<file path="config.mk">
export PLATFORM = sky130hd
export DESIGN_NAME = load_current_regulator
export DESIGN_NICKNAME = d
export VERILOG_FILES = /design/src/design/lcr_pkg.sv /design/src/design/lcr_ctrl.sv /design/src/design/lcr_datapath.sv /design/src/design/load_current_regulator.sv
export SDC_FILE = /design/constraint.sdc
export NUM_CORES = 2
export LEC_CHECK = 0
export BUFFER_PORTS_ARGS = -buffer_cell sky130_fd_sc_hd__buf_2
export CORE_ASPECT_RATIO = 0.7
export CORE_UTILIZATION = 35
export DETAILED_ROUTE_END_ITERATION = 6
export PLACE_DENSITY = 0.49
export SYNTH_ARGS = -nofsm -noshare
export SYNTH_HDL_FRONTEND = slang
export SYNTH_SLANG_ARGS = --single-unit
</file>
<file path="constraint.sdc">
create_clock -name clk_i -period 24 [get_ports clk_i]
set_input_delay 2.4 -clock clk_i [delete_from_list [all_inputs] [get_ports clk_i]]
set_output_delay 2.4 -clock clk_i [all_outputs]
set_load 0.03 [all_outputs]
</file>
<file path="src/design/lcr_pkg.sv">
// ----------------------------------------------------------------------------
// lcr_pkg: shared types and constants of the load current regulator
// command and status words between controller and datapath, register codes,
// fixed widths and reciprocal constants for the exact divisions by 10 and 3
// ----------------------------------------------------------------------------
package lcr_pkg;

  // converter and field widths
  localparam int unsigned SMP_W   = 12;
  localparam int unsigned TEMP_W  = 12;
  localparam int unsigned CF_W    = 22;  // current filter, signed q8
  localparam int unsigned VF_W    = 24;  // voltage filter, signed q8
  localparam int unsigned CFG_IDX_W = 3;
  localparam int unsigned CFG_DAT_W = 14;

  // shared multiplier
  localparam int unsigned MUL_W  = 26;
  localparam int unsigned PROD_W = 2 * MUL_W;

  // exact truncating division by reciprocal: q = (n * recip) >> shift
  localparam logic [22:0] RECIP10 = 23'd3355444;   // ceil(2^25 / 10), n < 2^21
  localparam int unsigned SHIFT10 = 25;
  localparam logic [24:0] RECIP3  = 25'd22369622;  // ceil(2^26 / 3), n < 2^24
  localparam int unsigned SHIFT3  = 26;

  // register index codes
  typedef enum logic [CFG_IDX_W-1:0] {
    REG_SETPOINT      = 3'd0,
    REG_SENSE_OFFSET  = 3'd1,
    REG_LOOP_GAIN     = 3'd2,
    REG_VOLT_COMP     = 3'd3,
    REG_CUTOFF_LEVEL  = 3'd4,
    REG_TRIP_DELTA    = 3'd5,
    REG_RELEASE_DELTA = 3'd6,
    REG_FEATURES      = 3'd7
  } cfg_reg_e;

  // one step command from the controller, at most one bit set
  typedef struct packed {
    logic load;     // capture the input word
    logic mul_cf;   // current error times 1/10
    logic upd_cf;   // current filter update
    logic mul_vc;   // volt_comp times current filter
    logic mul_acc;  // voltage target, gain times error
    logic mul_vf;   // tentative drive, voltage error times 2/3
    logic upd_vf;   // voltage filter update
    logic commit;   // limits, cutoff, thermal, output register load
  } lcr_cmd_t;

  typedef struct packed {
    logic stopped;
  } lcr_stat_t;

endpackage

</file>
<file path="src/design/lcr_ctrl.sv">
// ----------------------------------------------------------------------------
// lcr_ctrl: sequencer of the load current regulator
// walks one word through the datapath steps and owns both handshakes
// ----------------------------------------------------------------------------
module lcr_ctrl
  import lcr_pkg::*;
(
  input  logic      clk_i,
  input  logic      rst_ni,
  input  logic      in_valid_i,
  output logic      in_ready_o,
  output logic      out_valid_o,
  input  logic      out_ready_i,
  input  lcr_stat_t stat_i,
  output lcr_cmd_t  cmd_o
);

  typedef enum logic [7:0] {
    ST_IDLE = 8'b0000_0001,
    ST_MCF  = 8'b0000_0010,
    ST_UCF  = 8'b0000_0100,
    ST_MVC  = 8'b0000_1000,
    ST_MACC = 8'b0001_0000,
    ST_MVF  = 8'b0010_0000,
    ST_UVF  = 8'b0100_0000,
    ST_FIN  = 8'b1000_0000
  } state_e;

  state_e state_q, state_d;
  logic   ovalid_q, ovalid_d;
  logic   take_in, commit;

  assign in_ready_o  = (state_q == ST_IDLE);
  assign take_in     = in_valid_i & in_ready_o;
  assign commit      = (state_q == ST_FIN) & (~ovalid_q | out_ready_i);
  assign out_valid_o = ovalid_q;

  always_comb begin
    state_d = state_q;
    unique case (state_q)
      ST_IDLE: begin
        if (take_in) begin
          state_d = stat_i.stopped ? ST_FIN : ST_MCF;
        end
      end
      ST_MCF:  state_d = ST_UCF;
      ST_UCF:  state_d = ST_MVC;
      ST_MVC:  state_d = ST_MACC;
      ST_MACC: state_d = ST_MVF;
      ST_MVF:  state_d = ST_UVF;
      ST_UVF:  state_d = ST_FIN;
      ST_FIN: begin
        if (commit) begin
          state_d = ST_IDLE;
        end
      end
      default: state_d = ST_IDLE;
    endcase
  end

  always_comb begin
    ovalid_d = ovalid_q;
    if (commit) begin
      ovalid_d = 1'b1;
    end else if (out_ready_i) begin
      ovalid_d = 1'b0;
    end
  end

  always_comb begin
    cmd_o         = '0;
    cmd_o.load    = take_in;
    cmd_o.mul_cf  = (state_q == ST_MCF);
    cmd_o.upd_cf  = (state_q == ST_UCF);
    cmd_o.mul_vc  = (state_q == ST_MVC);
    cmd_o.mul_acc = (state_q == ST_MACC);
    cmd_o.mul_vf  = (state_q == ST_MVF);
    cmd_o.upd_vf  = (state_q == ST_UVF);
    cmd_o.commit  = commit;
  end

  always_ff @(posedge clk_i or negedge rst_ni) begin
    if (!rst_ni) begin
      state_q  <= ST_IDLE;
      ovalid_q <= 1'b0;
    end else begin
      state_q  <= state_d;
      ovalid_q <= ovalid_d;
    end
  end

endmodule

</file>
<file path="src/design/lcr_datapath.sv">
// ----------------------------------------------------------------------------
// lcr_datapath: registers, filters and drive arithmetic of the regulator
// one shared signed multiplier, product register, filter and drive state,
// configuration registers and the result register
// ----------------------------------------------------------------------------
module lcr_datapath
  import lcr_pkg::*;
#(
  parameter int unsigned PWM_LIMIT = 4000
) (
  input  logic                    clk_i,
  input  logic                    rst_ni,
  input  lcr_cmd_t                cmd_i,
  output lcr_stat_t               stat_o,
  input  logic                    cfg_we_i,
  input  logic [CFG_IDX_W-1:0]    cfg_index_i,
  input  logic [CFG_DAT_W-1:0]    cfg_data_i,
  input  logic [SMP_W-1:0]        current_sample_i,
  input  logic [SMP_W-1:0]        voltage_sample_i,
  input  logic signed [TEMP_W-1:0] temperature_i,
  output logic [11:0]             pwm_duty_o,
  output logic                    stopped_o,
  output logic                    fan_on_o,
  output logic signed [12:0]      measured_current_o,
  output logic [13:0]             filtered_voltage_o
);

  localparam int unsigned LIMIT_Q8 = PWM_LIMIT * 256;
  localparam int unsigned ACC_BITS = $clog2(LIMIT_Q8 + 1);
  localparam int unsigned ACC_W    = (ACC_BITS > 20) ? ACC_BITS : 20;
  localparam int unsigned SUM_W    = ((ACC_W > 24) ? ACC_W : 24) + 2;
  localparam logic [ACC_W-1:0] LIMIT_ACC = ACC_W'(LIMIT_Q8);

  // configuration
  logic [11:0]        setpoint_q, offset_q;
  logic [9:0]         gain_q;
  logic signed [9:0]  vcomp_q;
  logic [13:0]        cutoff_q;
  logic [7:0]         trip_q, release_q;
  logic [1:0]         feat_q;

  // captured word
  logic [SMP_W-1:0]         si_q, sv_q;
  logic signed [TEMP_W-1:0] temp_q;

  // block state
  logic signed [CF_W-1:0]   cf_q, cf_d;
  logic signed [VF_W-1:0]   vf_q, vf_d;
  logic [ACC_W-1:0]         acc_q;
  logic                     stop_q, bvalid_q, tripped_q;
  logic signed [TEMP_W-1:0] base_q;

  // step registers
  logic signed [PROD_W-1:0] p_q, p_d;
  logic signed [VF_W-1:0]   tgt_q, tgt_d;
  logic [ACC_W-1:0]         accs_q, accs_d;
  logic                     sgn_q, sgn_d;

  logic signed [MUL_W-1:0]  mul_a, mul_b;
  logic signed [12:0]       diff;
  logic signed [CF_W-1:0]   ecur, eacc, qcf;
  logic [20:0]              ecur_abs;
  logic [20:0]              q10;
  logic signed [VF_W:0]     dv, dv_abs;
  logic [22:0]              q3;
  logic signed [VF_W-1:0]   qvf;
  logic signed [SUM_W-1:0]  acc_sum, lim_ext;

  // commit step
  logic [ACC_W-1:0]         acc_n;
  logic                     stop_n, trip_n, bvalid_n, cut;
  logic signed [TEMP_W-1:0] base_n;
  logic signed [12:0]       tdiff, tabs;
  logic [7:0]               thr;

  assign stat_o.stopped = stop_q;

  // current error and drive error
  assign diff     = $signed({1'b0, si_q}) - $signed({1'b0, offset_q});
  assign ecur     = $signed({diff[12], diff, 8'h00}) - cf_q;
  assign ecur_abs = ecur[CF_W-1] ? 21'(-ecur) : ecur[20:0];
  assign eacc     = $signed({2'b00, setpoint_q, 8'h00}) - cf_q;

  // voltage error against the stored target
  assign dv     = $signed({tgt_q[VF_W-1], tgt_q}) - $signed({vf_q[VF_W-1], vf_q});
  assign dv_abs = dv[VF_W] ? -dv : dv;

  always_comb begin
    mul_a = '0;
    mul_b = '0;
    sgn_d = sgn_q;
    if (cmd_i.mul_cf) begin
      mul_a = {5'b0, ecur_abs};
      mul_b = {3'b0, RECIP10};
      sgn_d = ecur[CF_W-1];
    end else if (cmd_i.mul_vc) begin
      mul_a = {{16{vcomp_q[9]}}, vcomp_q};
      mul_b = {{4{cf_q[CF_W-1]}}, cf_q};
    end else if (cmd_i.mul_acc) begin
      mul_a = {16'b0, gain_q};
      mul_b = {{4{eacc[CF_W-1]}}, eacc};
    end else if (cmd_i.mul_vf) begin
      mul_a = {1'b0, dv_abs[VF_W-1:0], 1'b0};  // twice the error
      mul_b = {1'b0, RECIP3};
      sgn_d = dv[VF_W];
    end
    p_d = mul_a * mul_b;
  end

  // current filter, truncation toward zero through the sign kept aside
  assign q10  = p_q[SHIFT10 +: 21];
  assign qcf  = sgn_q ? -$signed({1'b0, q10}) : $signed({1'b0, q10});
  assign cf_d = cf_q + qcf;

  // voltage target: doubled sample plus floored compensation
  assign tgt_d = $signed({3'b000, sv_q, 9'h000}) + $signed(p_q[31:8]);

  // tentative drive: accumulate, zero, clamp
  assign lim_ext = $signed({{(SUM_W-ACC_W){1'b0}}, LIMIT_ACC});
  assign acc_sum = $signed({{(SUM_W-ACC_W){1'b0}}, acc_q})
                 + $signed({{(SUM_W-24){p_q[31]}}, p_q[31:8]});
  always_comb begin
    if (acc_sum[SUM_W-1] || cf_q[CF_W-1] || (setpoint_q == 12'd0)) begin
      accs_d = '0;
    end else if (acc_sum > lim_ext) begin
      accs_d = LIMIT_ACC;
    end else begin
      accs_d = acc_sum[ACC_W-1:0];
    end
  end

  // voltage filter
  assign q3   = p_q[SHIFT3 +: 23];
  assign qvf  = sgn_q ? -$signed({1'b0, q3}) : $signed({1'b0, q3});
  assign vf_d = vf_q + qvf;

  // cutoff, thermal check and final drive
  assign tdiff = $signed({base_q[TEMP_W-1], base_q}) - $signed({temp_q[TEMP_W-1], temp_q});
  assign tabs  = tdiff[12] ? -tdiff : tdiff;
  assign thr   = tripped_q ? release_q : trip_q;
  assign cut   = feat_q[0] && (setpoint_q != 12'd0)
              && (vf_q <= $signed({2'b00, cutoff_q, 8'h00}));

  always_comb begin
    acc_n    = acc_q;
    stop_n   = stop_q;
    trip_n   = tripped_q;
    bvalid_n = bvalid_q;
    base_n   = base_q;
    if (!stop_q) begin
      acc_n = accs_q;
      if (cut) begin
        acc_n  = '0;
        stop_n = 1'b1;
      end
      if (!bvalid_q) begin
        base_n   = temp_q;
        bvalid_n = 1'b1;
      end else if (feat_q[1]) begin
        if ($unsigned(tabs) > {5'b0, thr}) begin
          acc_n  = '0;
          trip_n = 1'b1;
        end else begin
          trip_n = 1'b0;
        end
      end else begin
        trip_n = 1'b0;
      end
    end
  end

  // configuration registers
  always_ff @(posedge clk_i or negedge rst_ni) begin
    if (!rst_ni) begin
      setpoint_q <= 12'd0;
      offset_q   <= 12'd0;
      gain_q     <= 10'd63;
      vcomp_q    <= 10'sd0;
      cutoff_q   <= 14'd3008;
      trip_q     <= 8'd16;
      release_q  <= 8'd8;
      feat_q     <= 2'd0;
    end else if (cfg_we_i) begin
      unique case (cfg_reg_e'(cfg_index_i))
        REG_SETPOINT:      setpoint_q <= cfg_data_i[11:0];
        REG_SENSE_OFFSET:  offset_q   <= cfg_data_i[11:0];
        REG_LOOP_GAIN:     gain_q     <= cfg_data_i[9:0];
        REG_VOLT_COMP:     vcomp_q    <= $signed(cfg_data_i[9:0]);
        REG_CUTOFF_LEVEL:  cutoff_q   <= cfg_data_i[13:0];
        REG_TRIP_DELTA:    trip_q     <= cfg_data_i[7:0];
        REG_RELEASE_DELTA: release_q  <= cfg_data_i[7:0];
        REG_FEATURES:      feat_q     <= cfg_data_i[1:0];
      endcase
    end
  end

  // block state
  always_ff @(posedge clk_i or negedge rst_ni) begin
    if (!rst_ni) begin
      cf_q      <= '0;
      vf_q      <= '0;
      acc_q     <= '0;
      stop_q    <= 1'b0;
      bvalid_q  <= 1'b0;
      base_q    <= '0;
      tripped_q <= 1'b0;
    end else begin
      if (cmd_i.upd_cf) begin
        cf_q <= cf_d;
      end
      if (cmd_i.upd_vf) begin
        vf_q <= vf_d;
      end
      if (cmd_i.commit) begin
        acc_q     <= acc_n;
        stop_q    <= stop_n;
        bvalid_q  <= bvalid_n;
        base_q    <= base_n;
        tripped_q <= trip_n;
      end
    end
  end

  // payload registers
  always_ff @(posedge clk_i) begin
    if (cmd_i.load) begin
      si_q   <= current_sample_i;
      sv_q   <= voltage_sample_i;
      temp_q <= temperature_i;
    end
    if (cmd_i.mul_cf || cmd_i.mul_vc || cmd_i.mul_acc || cmd_i.mul_vf) begin
      p_q   <= p_d;
      sgn_q <= sgn_d;
    end
    if (cmd_i.mul_acc) begin
      tgt_q <= tgt_d;
    end
    if (cmd_i.mul_vf) begin
      accs_q <= accs_d;
    end
    if (cmd_i.commit) begin
      pwm_duty_o         <= acc_n[19:8];
      stopped_o          <= stop_n;
      fan_on_o           <= trip_n;
      measured_current_o <= cf_q[20:8];
      if (vf_q[VF_W-1]) begin
        filtered_voltage_o <= 14'd0;
      end else if (vf_q[22]) begin
        filtered_voltage_o <= 14'h3FFF;
      end else begin
        filtered_voltage_o <= vf_q[21:8];
      end
    end
  end

endmodule

</file>
<file path="src/design/load_current_regulator.sv">
// ----------------------------------------------------------------------------
// load_current_regulator: incremental pi current controller for an electronic load
// filters current and voltage samples, integrates the current error into a
// pwm drive, with low-voltage cutoff and thermal rise protection
// ----------------------------------------------------------------------------
// One input word is one control tick: raw current and voltage converter samples
// plus a temperature. Each tick gives exactly one result word with the pwm duty,
// the stop and fan flags, and the integer parts of both filters. A tick steps
// through current filter multiply and update, compensation multiply, target and
// gain multiply, voltage filter multiply and update, and commit; the result word
// turns valid in the same cycle as the input side turns ready. The multiply steps
// share one signed 26 x 26 multiplier (filter divisions by 10 and 3 are reciprocal
// multiplies). Once the voltage cutoff has latched a stop, a tick goes straight to
// commit and repeats the frozen values with pwm 0; only reset clears the stop. The
// input side is ready whenever the sequencer is idle, also while the previous
// result still waits in the output register; a finished tick holds in its last
// step until that register is free. The user writes registers through the plain
// write port only while no tick is in flight; the block does not enforce it.
// ----------------------------------------------------------------------------
module load_current_regulator
  import lcr_pkg::*;
#(
  parameter int unsigned PWM_LIMIT = 4000
) (
  input  logic                 clk_i,
  input  logic                 rst_ni,
  // configuration write port
  input  logic                 cfg_we_i,
  input  logic [CFG_IDX_W-1:0] cfg_index_i,
  input  logic [CFG_DAT_W-1:0] cfg_data_i,
  // sample stream
  input  logic                 s_axis_tvalid_i,
  output logic                 s_axis_tready_o,
  // current_sample[11:0], voltage_sample[23:12], temperature[35:24], zero pad
  input  logic [39:0]          s_axis_tdata_i,
  // result stream
  output logic                 m_axis_tvalid_o,
  input  logic                 m_axis_tready_i,
  // pwm_duty[11:0], stopped[12], fan_on[13], measured_current[26:14],
  // filtered_voltage[40:27], zero pad
  output logic [47:0]          m_axis_tdata_o
);

  lcr_cmd_t  cmd;
  lcr_stat_t stat;

  logic [11:0]        pwm_duty;
  logic               stopped, fan_on;
  logic signed [12:0] measured_current;
  logic [13:0]        filtered_voltage;

  // sequencer: one step per cycle unless a handshake on either side holds it
  lcr_ctrl u_ctrl (
    .clk_i       (clk_i),
    .rst_ni      (rst_ni),
    .in_valid_i  (s_axis_tvalid_i),
    .in_ready_o  (s_axis_tready_o),
    .out_valid_o (m_axis_tvalid_o),
    .out_ready_i (m_axis_tready_i),
    .stat_i      (stat),
    .cmd_o       (cmd)
  );

  // filters, drive accumulator, protection state and result register
  lcr_datapath #(
    .PWM_LIMIT (PWM_LIMIT)
  ) u_datapath (
    .clk_i              (clk_i),
    .rst_ni             (rst_ni),
    .cmd_i              (cmd),
    .stat_o             (stat),
    .cfg_we_i           (cfg_we_i),
    .cfg_index_i        (cfg_index_i),
    .cfg_data_i         (cfg_data_i),
    .current_sample_i   (s_axis_tdata_i[11:0]),
    .voltage_sample_i   (s_axis_tdata_i[23:12]),
    .temperature_i      ($signed(s_axis_tdata_i[35:24])),
    .pwm_duty_o         (pwm_duty),
    .stopped_o          (stopped),
    .fan_on_o           (fan_on),
    .measured_current_o (measured_current),
    .filtered_voltage_o (filtered_voltage)
  );

  // result word, lowest field first
  assign m_axis_tdata_o = {7'b0, filtered_voltage, measured_current,
                           fan_on, stopped, pwm_duty};

endmodule

</file>
==> results.cfg <==
[outcome]
run_status = finished clean

[logic_synthesis]
post-synth-top-area-cell = sky130_fd_sc_hd__fa_1
netlist-cell-type-count = 100
ys.flop_type = sky130_fd_sc_hd__edfxtp_1
mappedNetlistArea_sq_um = 45100
synth_edf_count = 163
synth_sequential_area_ratio_pct = 20.1
async_reset_ff_share_pct = 50.5
syn_avg_cell_area_sq_um = 9.47
synth.ff_latch_count = 329
synth.yosys.warnings = 0
synthesis.instances = 4762
top_cells_by_area_synth = sky130_fd_sc_hd__fa_1, sky130_fd_sc_hd__edfxtp_1, sky130_fd_sc_hd__ha_1, sky130_fd_sc_hd__dfrtp_1, sky130_fd_sc_hd__inv_1
synth_largest_type_area_fraction_pct = 30.5

[cts]
numCtsBuffers = 34
cts_post_setup_buffers_inserted = 0
number_of_cells_upsized_or_downsized_after_cts = 0
tritoncts = yes
clk_pin_slew_ns = 0.08
hold_buffers = 0
ctsHtreeMaxLevel = 2
clock_tree.root_cell = sky130_fd_sc_hd__clkbuf_16
cts.sink_count = 329
cts.path.max_buffers = 3
clk-insertion-delay-late_ns = 0.56

[critical_path]
ff2ff_path_depth = 46
cpPeakStageDelay_ns = 0.83
critPathMaxFanout = 36
setup.worst_path.end_class = register
worstPathRequired_ns = 24.29
cp_num_cells = 46
crit_arrival_ns = 13.76
slowest_library_cell_on_the_worst_path = sky130_fd_sc_hd__xnor3_1
worst_path_most_repeated_cell = sky130_fd_sc_hd__fa_1
timing.reg2reg.setup_slack_ns = 10.53
cp-start-kind = register
critPathTopFamily = adder cells
critPathCapture = u_datapath.p_q[48]$_DFFE_PN_
critPathLaunch = u_datapath.offset_q[1]$_DFFE_PN0P_
worst-path-buf-inv = 5
regToRegStartpoint = u_datapath.offset_q[1]$_DFFE_PN0P_
r2r_end = u_datapath.p_q[48]$_DFFE_PN_
worstSetupPathType = reg2reg

[sta]
layout_skew_ns = 0.0365
finalMaxSlewViolations = 0
final.period_utilization_pct = 56.1
fmax_mhz = 74.2
crit_path_time_final_ns = 13.47
timing.setup.tns_ns = 0
final-hold-violation-count = 0
finalSetupViolations = 0
slew_headroom_pct = 15.6
worst_slew_pin_slew_ns = 1.25
rsz_0062_raised_after_global_routing = false

[finish]
layout.cells.most_common = sky130_fd_sc_hd__inv_1
most-common-layout-cells = sky130_fd_sc_hd__inv_1, sky130_fd_sc_hd__fa_1, sky130_fd_sc_hd__nand2_1
finish.net_count = 5884
drive_gt1_share_pct = 8.52
finish.utilization_pct = 38.5
area.growth.synth_to_final_pct = 8.52
fillers = 12758

[power_and_ir_drop]
power_density_nw_per_um2 = 72.4
p_leak_nw = 22.6
worst_ir_drop_vdd_mv = 0.0869

[detailed_routing]
vias = 33631
route.detailed.vias_per_inst = 5.12
drtIter0Drc = 2917
routed_wl_microns = 141000
wire_per_inst_microns = 21.5
drc = 0
drt_pre_antenna_iters = 6
ant_nets = 0

[die]
initial_core_util_pct = 35.5
std_cell_rows = 109
die_area_sq_um = 130000
core_sq_um = 127000
ports_placed_on_the_boundary = 112
die_height_microns = 302
fp.dieW_microns = 431

[hold_path]
hold_class = reg2reg

[grt]
grt_usage_pct = 22.0
wire_length_of_the_first_global_routing_pass_microns = 215000
vias_in_the_first_global_route = 33280
global_route.overflow_total = 0
grt_start_max_net_pins = 67
antenna_violations_before_repair = 5

[place]
detailedPlacementHpwl_microns = 113000
numPortBuffers = 100
gp_congestion = 0.909

[job]
max_cap_violations = 0
[metrics by stage]
stage / cells / hold slack, ns / power (mW) / cell area [sq um] / setup WS (ns)
after floorplan: 4768 / 0.433 / 2.23 / 45100 / 13.51
after global placement: 6505 / 0.445 / 2.93 / 47800 / 10.96
after detailed placement: 6505 / 0.455 / 2.95 / 47800 / 10.85
after CTS: 6566 / 0.440 / 3.52 / 48900 / 10.75
after global routing: 6566 / 0.478 / 3.77 / 48900 / 9.80
final: 6567 / 0.449 / 3.54 / 48900 / 10.53
[cell usage after synthesis, types with 34 or more instances]
cell type                  instances
sky130_fd_sc_hd__dfrtp_1         152
sky130_fd_sc_hd__a21o_1           76
sky130_fd_sc_hd__ha_1            314
sky130_fd_sc_hd__xor2_1           74
sky130_fd_sc_hd__nor2b_1          50
sky130_fd_sc_hd__nand2b_1         42
sky130_fd_sc_hd__o21ai_0         184
sky130_fd_sc_hd__nand2_1         585
sky130_fd_sc_hd__inv_1           854
sky130_fd_sc_hd__nor3_1           43
sky130_fd_sc_hd__a21oi_1         157
sky130_fd_sc_hd__xnor2_1         196
sky130_fd_sc_hd__and2_1          157
sky130_fd_sc_hd__clkbuf_1        111
sky130_fd_sc_hd__mux2_2           69
sky130_fd_sc_hd__edfxtp_1        163
sky130_fd_sc_hd__buf_2            38
sky130_fd_sc_hd__nand3_1          42
sky130_fd_sc_hd__fa_1            687
sky130_fd_sc_hd__o21a_1           34
sky130_fd_sc_hd__a22o_1           35
sky130_fd_sc_hd__nor2_1          267
[kinds of logic after synthesis]
| logic type | after synthesis | synth area share (%) |
|---|---|---|
| muxes | 80 | 1.97 |
| AOI/OAI and AO/OA | 724 | 10.8 |
| adders and majority gates | 1001 | 39.2 |
| DFF | 329 | 20.1 |
| and+or+nand+nor | 1321 | 13.7 |
| xor gates and xnor gates | 272 | 5.35 |
| other | 1 | 0.00832 |
| buffers and inverters | 1034 | 8.92 |
[flip-flops by register name, summed over array words and instances (netlist names), 8 cells and up]
signal and flops:
u_datapath.vf_q 24, u_datapath.setpoint_q 12, u_datapath.trip_q 8, u_datapath.temp_q 12
u_datapath.p_q 41, u_datapath.tgt_q 24, u_datapath.si_q 12, u_datapath.cutoff_q 14
u_datapath.measured_current_o 13, u_datapath.filtered_voltage_o 14, u_datapath.acc_q 20, u_datapath.cf_q 22
u_datapath.vcomp_q 10, u_datapath.accs_q 20, u_datapath.release_q 8, u_datapath.sv_q 12
u_datapath.pwm_duty_o 12, u_datapath.offset_q 12, u_datapath.gain_q 10, u_datapath.base_q 12
u_ctrl.state_q 8
[how the worst min path moves through the flow]
stage	start	to	slack, ns	cells after the start
5_1_grt	u_datapath.accs_q[0]$_SDFFCE_PP0P_	u_datapath.acc_q[0]$_DFFE_PN0P_	0.48	1
4_1_cts	u_datapath.accs_q[0]$_SDFFCE_PP0P_	u_datapath.acc_q[0]$_DFFE_PN0P_	0.44	1
2_1_floorplan	u_datapath.p_q[8]$_DFFE_PN_	u_datapath.tgt_q[0]$_DFFE_PP_	0.43	0
3_3_place_gp	u_datapath.accs_q[4]$_SDFFCE_PP0P_	u_datapath.acc_q[4]$_DFFE_PN0P_	0.45	1
6_report	u_datapath.accs_q[0]$_SDFFCE_PP0P_	u_datapath.acc_q[0]$_DFFE_PN0P_	0.45	1
3_5_place_dp	u_datapath.accs_q[3]$_SDFFCE_PP0P_	u_datapath.acc_q[3]$_DFFE_PN0P_	0.45	1
[power breakdown]
group	leakage (nW)	internal, mW	switching, mW	total (mW)
Sequential	3.62	0.714	0.117	0.831
Combinational	18.5	0.750	1.41	2.16
Clock	0.535	0.295	0.256	0.552
[area by class of cell]
| cell class | count | area, sq um | share of cell area, % |
|---|---|---|---|
| multi-input combinational | 3405 | 32200 | 65.8 |
| sequential | 329 | 9070 | 18.5 |
| inverter | 857 | 3220 | 6.58 |
| tap | 1720 | 2150 | 4.40 |
| timing repair buffer | 194 | 1210 | 2.48 |
| clock buffer | 45 | 996 | 2.04 |
| clock inverter | 16 | 98.8 | 0.202 |
| antenna | 1 | 2.50 | 0.00512 |
[routing by layer]
metal  share of wire (%)  track usage (%)  vias to the layer above
li1                    -                -                    15369
met1                  52             36.6                    17093
met2                  39             30.2                     1062
met3                 7.3             3.19                      107
met4                 1.2             2.66                        0
met5                   0                0                        -
No activity file was read; power rests on OpenSTA's default activity.
